[config.mk]
export PLATFORM = sky130hd
export DESIGN_NAME = irdp_mul
export DESIGN_NICKNAME = d
export VERILOG_FILES = /design/src/design/irdp_pkg.sv /design/src/design/irdp_mul.sv
export SDC_FILE = /design/constraint.sdc
export NUM_CORES = 1
export LEC_CHECK = 0
export BUFFER_PORTS_ARGS = -buffer_cell sky130_fd_sc_hd__buf_2
export CORE_ASPECT_RATIO = 1.25
export CORE_UTILIZATION = 50
export DETAILED_ROUTE_END_ITERATION = 6
export PLACE_DENSITY = 0.73
export SLEW_MARGIN = 20
export SYNTH_ARGS = -nofsm -noshare
export SYNTH_HDL_FRONTEND = slang
export SYNTH_SLANG_ARGS = --single-unit
[constraint.sdc]
create_clock -name clk -period 12.6 [get_ports clk]
set_clock_uncertainty 0.15 [all_clocks]
set_input_delay 1.26 -clock clk [delete_from_list [all_inputs] [get_ports clk]]
set_output_delay 1.26 -clock clk [all_outputs]
set_load 0.03 [all_outputs]
[src/design/irdp_pkg.sv]
// ---------------------------------------------------------------------------
// irdp_pkg
// Shared types, constants and helper functions of the interval removal
// energy block.
// ---------------------------------------------------------------------------
package irdp_pkg;

    localparam int MAX_ELEMENTS = 32;
    localparam int SPAN         = MAX_ELEMENTS + 2;
    localparam int IDX_W        = $clog2(SPAN);
    localparam int TABLE_DEPTH  = SPAN * SPAN;
    localparam int ADDR_W       = $clog2(TABLE_DEPTH);
    localparam int STACK_DEPTH  = 64;
    localparam int STK_AW       = $clog2(STACK_DEPTH);
    localparam int SP_W         = STK_AW + 1;
    localparam int POT_W        = 16;
    localparam int CLS_W        = 3;
    localparam int AFF_W        = 3;
    localparam int PROD_W       = 2 * POT_W;
    localparam int TERM_W       = PROD_W + AFF_W;
    localparam int E_W          = 48;

    localparam logic [CLS_W-1:0] CLASS_NEUTRAL = 3'd4;

    // one pair of chain element fields
    typedef struct packed {
        logic [CLS_W-1:0] cls;
        logic [POT_W-1:0] pot;
    } elem_t;

    // pending node of the choice tree walk
    typedef struct packed {
        logic [IDX_W-1:0] lo;
        logic [IDX_W-1:0] hi;
        logic             visited;
    } frame_t;

    typedef enum logic [4:0] {
        ST_LOAD,
        ST_SPAN,
        ST_SPAN2,
        ST_KRD,
        ST_KM1,
        ST_KM2,
        ST_KAC,
        ST_KCMP,
        ST_WR,
        ST_ENERGY,
        ST_TINIT,
        ST_POP,
        ST_FRAME,
        ST_CHOICE,
        ST_PUSHR,
        ST_PUSHL,
        ST_OUT
    } state_t;

    // affinity between two classes; neutral or unknown codes give one
    function automatic logic [AFF_W-1:0] aff(input logic [CLS_W-1:0] a,
                                            input logic [CLS_W-1:0] b);
        logic [AFF_W-1:0] v;
        begin
            v = 3'd1;
            if (a < 3'd4 && b < 3'd4)
            begin
                case ({a[1:0], b[1:0]})
                    4'b0000: v = 3'd0;
                    4'b0001: v = 3'd4;
                    4'b0010: v = 3'd1;
                    4'b0011: v = 3'd0;
                    4'b0100: v = 3'd2;
                    4'b0101: v = 3'd3;
                    4'b0110: v = 3'd3;
                    4'b0111: v = 3'd1;
                    4'b1000: v = 3'd0;
                    4'b1001: v = 3'd1;
                    4'b1010: v = 3'd1;
                    4'b1011: v = 3'd5;
                    4'b1100: v = 3'd1;
                    4'b1101: v = 3'd3;
                    4'b1110: v = 3'd3;
                    4'b1111: v = 3'd1;
                    default: v = 3'd1;
                endcase
            end
            return v;
        end
    endfunction

    // flat table address of span lo..hi
    function automatic logic [ADDR_W-1:0] span_addr(input logic [IDX_W-1:0] lo,
                                                    input logic [IDX_W-1:0] hi);
        return ADDR_W'(32'(lo) * SPAN + 32'(hi));
    endfunction

endpackage

[src/design/irdp_mul.sv]
// ---------------------------------------------------------------------------
// irdp_mul
// Shared potential multiplier: one registered 16 x 16 product per cycle.
// ---------------------------------------------------------------------------
module irdp_mul (
    input  logic                       clk,
    input  logic [irdp_pkg::POT_W-1:0]  a,
    input  logic [irdp_pkg::POT_W-1:0]  b,
    output logic [irdp_pkg::PROD_W-1:0] p
);
    import irdp_pkg::*;

    // register the product for the next step of the sequencer
    always_ff @(posedge clk)
    begin
        p <= PROD_W'(a) * PROD_W'(b);
    end

endmodule

# Word-level counts from Yosys, hierarchy flattened
# Cells that the tools add are included.
[op_classes] addsub=0 n_mul=1 div=0 magnitude_cmp=0 n_eq_ne=0 shift=0 n_mux=0 bitwise=0 reduce_logical=0
[op_table] op="$mul 16x16->32" count=1
[word_totals] regBits=32 latchBits=0 mem_bits_rw=0 romBits=0 output_inout_bits=32 elab_cells=2 mem_count=0

# Depth between registers and ports, before layout
[logic_depth] word_depth=1 mapped_depth=21 depth_no_buf=19

# Worst setup path after synthesis
# Ideal clock, no wire load.
[synth_path] kind="input to register" start="input a[14] (netlist name)" end="register p[27] (netlist name)" setup_time_ns=0.125 t_arrival_ns=6.177 t_required_ns=12.325 slack_ns=6.148 path_stages=20 n_path_buf=2 cell_sequence="clkbuf_1 > and2_1 > fa_1 > inv_1 > fa_1 > inv_1 > fa_1 > fa_1 > fa_1 > inv_1 > fa_1 > inv_1 > ha_1 > buf_6 > a21o_1 > o21bai_1 > a221o_1 > a31oi_4 > a31oi_1 > xor2_1"
[synth_between] elab_chain_cells=1
[synth_rtl] element="start, declared" line_no="irdp_mul.sv:7" rtl="input logic [irdp_pkg::POT_W-1:0] a,"
[synth_rtl] element="$mul 16x16->32" line_no="irdp_mul.sv:16" rtl="p <= PROD_W'(a) * PROD_W'(b);"
[synth_rtl] element="end signal, assigned" line_no="irdp_mul.sv:16"
[synth_rtl] element="end, declared" line_no="irdp_mul.sv:9" rtl="output logic [irdp_pkg::PROD_W-1:0] p"
# Every way passes these cells.

# Worst setup path after layout
[layout_path] start="input b[10] (netlist name)" end="register p[27] (netlist name)"
[layout_between] elab_chain_cells=1
[layout_rtl] element="start, declared" line_no="irdp_mul.sv:8" rtl="input logic [irdp_pkg::POT_W-1:0] b,"
[layout_rtl] element="$mul 16x16->32" line_no="irdp_mul.sv:16"
# Every way passes these cells.

==> summary.md <==
| Metric | Value |
|---|---|
| Status | `finished, final reports clean` |
| Starting DRC count in detailed routing | `337` |
| Number of setup buffers added after CTS | `0` |
| Top reg by flops | `p` |
| Worst hold slack | `~1300 ps` |
| Post-synth EDFFs | `0` |
| Global-route wire length before repair | `34,600 um` |
| Worst-path clk slew | `50 ps` |
| CP max FO | `16` |
| Finished Layout Cells | `1,295` |
| Critical path class | `in -> reg` |
| Actual slew at the worst max-slew pin | `457 ps` |
| Initial Utilization | `51.2%` |
| Port bufs | `64` |
| Most frequent cells in the layout | `inv_1, fa_1, nand2_1` |
| Fill cells | `1,677` |
| Grt ovf | `0` |
| Commonest non-fill, non-tap cell in the layout | `inv_1` |
| Synth Area in Compound Gates | `6.16%` |
| Setup_tns | `0 ps` |
| Final Max Tran Viols | `0` |
| WP data arrival | `about 6600 ps` |
| # H-tree levels | `2` |
| Yosys warnings | `0` |
| Crit end category | `flop` |
| CP Cell Sequence | `buf_2 -> nand2_1 -> fa_1 -> inv_1 -> fa_1 -> fa_1 -> fa_1 -> fa_1 -> inv_1 -> fa_1 -> inv_1 -> ha_1 -> a21o_1 -> o21bai_1 -> a221o_1 -> a31oi_4 -> a31oi_1 -> xor2_1` |
| Placer Congestion | `0.879` |
| Die width | `124 um` |
| Synthesized net count | `between 1,000 and 1,500` |
| Post-synth ARST share | `0%` |
| Hold buffers post-CTS | `0` |
| Remaining DRCs | `0` |
| Critical path's largest stage delay | `560 ps` |
| Maximum number of pins on one net before global-route repair | `17` |
| Clock Path Buffers | `2` |
| Post-route minimum period | `between 6000 and 7000 ps` |
| Root Buffer | `clkbuf_16` |
| Post-CTS Resized | `0` |
| DIE HEIGHT | `around 150 um` |
| Worst Hold Class | `in -> reg` |
| Area share of the largest cell type after synthesis | `41.8%` |
| GRT Util Overall | `between 20% and 30%` |
| Top Registers | `p (32)` |
| Cell count after synthesis | `1,036` |
| Fin. Hold Viols | `0` |
| DRT Wirelength | `around 21,000 um` |
| Ports | `between 60 and 70` |
| Wire length per cell | `~16 um` |
| Nets@finish | `1,397` |
| Diodes inserted | `0` |
| Sinks on the clock net | `32` |
| Slew headroom | `between 60% and 70%` |
| Fin crit share | `51.9%` |
| Drt first pass iters | `5` |
| # rows | `55` |
| Synth area leader | `fa_1` |
| Yosys reg bits | `32` |
| DR vias | `7,005` |
| Mapped Area | `9300 um2` |
| Slowest stage cell on the critical path | `fa_1` |
| Post-route ant nets | `0` |
| Max reg flops | `32` |
| Vias per Instance | `between 5 and 6` |
| Max-cap check violation count | `0` |
| Dpl cells | `1,287` |
| CTS tree | `built` |
| Post-Synth XOR/XNOR Area | `2.54%` |
| Number of global-route vias before repair | `around 7,300` |
| Setup Viol. Count Final | `0` |
| Synth area leaders | `fa_1, ha_1, inv_1, and2_1, dfxtp_1` |
| Sequential area share after synthesis | `6.89%` |
| CP required | `12,620 ps` |
| Top cell by count, worst path | `fa_1` |
| Initial antenna violation count | `0` |
| Die ar. | `approximately 19,000 um2` |
| Adder-Cell Fraction of Synth Area | `55.7%` |
| Hpwl dp | `around 17,000 um` |
| Largest family of logic cells by synthesized area | `adder cells` |
| Share of layout cells above drive strength 1 | `7.69%` |
| Simple-Gate Fraction of Synth Area | `17.6%` |
| Crit path launch type | `input port` |
| Yosys cell types | `47` |
| Max Freq | `153 MHz` |
| Average size of a mapped cell | `8.98 um2` |
| Area Overhead vs Synth | `6.08%` |
| Core ar. | `about 18,000 um2` |
| Multiplexer share of the synthesized area | `0%` |
| Num CTS Buffers | `5` |
| Unrepaired setup endpoints after global routing | `no` |
| Ys flop type | `dfxtp_1` |
layer usage:
layer  GRT usage (%)  part of all wire (%)  wire length (um)  up-vias
li1                -                     -                 -     3177
met1            27.2                    37              7790     3588
met2            43.8                    55             11700      195
met3            2.40                   4.2               881       45
met4            8.73                   3.6               761        0
met5               0                     0                 0        -
kinds of logic (layout without fill, tap and decap cells):
group / after synthesis / after routing
compound gates: 84 / 84
flops: 32 / 32
buf+inv: 265 / 296
xor+xnor: 27 / 27
fa+ha+maj: 298 / 298
simple gates: 330 / 330
per-stage QoR:
step                      instance area, um2  setup slack (ps)  util (%)
after detailed placement                9720              5790      53.5
after global placement                  9720              5820      53.5
after CTS                               9870              6060      54.3
final                                   9870              6060      54.3
after floorplan                         9300              6150         -
after global routing                    9870              5870      54.3
synthesized netlist by cell type (2+ instances only):
cell,n
a211oi_1,3
a21o_1,10
a21o_2,2
a21oi_1,21
a221o_1,2
a31o_1,2
a31oi_1,6
a41oi_1,2
and2_1,126
buf_2,3
buf_6,3
clkbuf_1,34
dfxtp_1,32
fa_1,194
ha_1,104
inv_1,224
nand2_1,151
nand2b_1,3
nand3_1,9
nand4_1,9
nor2_1,15
nor2b_1,4
nor3_1,8
nor3_2,2
o21a_1,2
o21ai_0,8
o21ai_1,9
o21bai_1,4
xnor2_1,19
xor2_1,8
worst paths after layout:
path  start    end  slack, ps  depth (start not counted)
min    a[0]   p[0]       1260                          2
max   b[10]  p[27]       6060                         18
critical path, delay by kind of cell:
family / cells / cell delay [ps]
and+or+nand+nor: 1 / 140
AOI/OAI and AO/OA: 5 / 1120
xor gates and xnor gates: 1 / 150
adders and majority gates: 7 / 3420
buffers and inverters: 4 / 450
area by class of cell:
| cell class | instances | area, um2 | share of cell area (%) |
|---|---|---|---|
| inverters | 224 | 841 | 8.52 |
| clock buffers | 5 | 125 | 1.27 |
| repair buffers | 64 | 320 | 3.25 |
| multi-input cells | 739 | 7640 | 77.4 |
| well taps | 228 | 285 | 2.89 |
| clock inverters | 3 | 18.8 | 0.190 |
| flip-flops and latches | 32 | 641 | 6.49 |
Power is left out: the tool's default activity adds up to more than one toggle a clock period on the data nets, which glitch-free logic cannot reach.
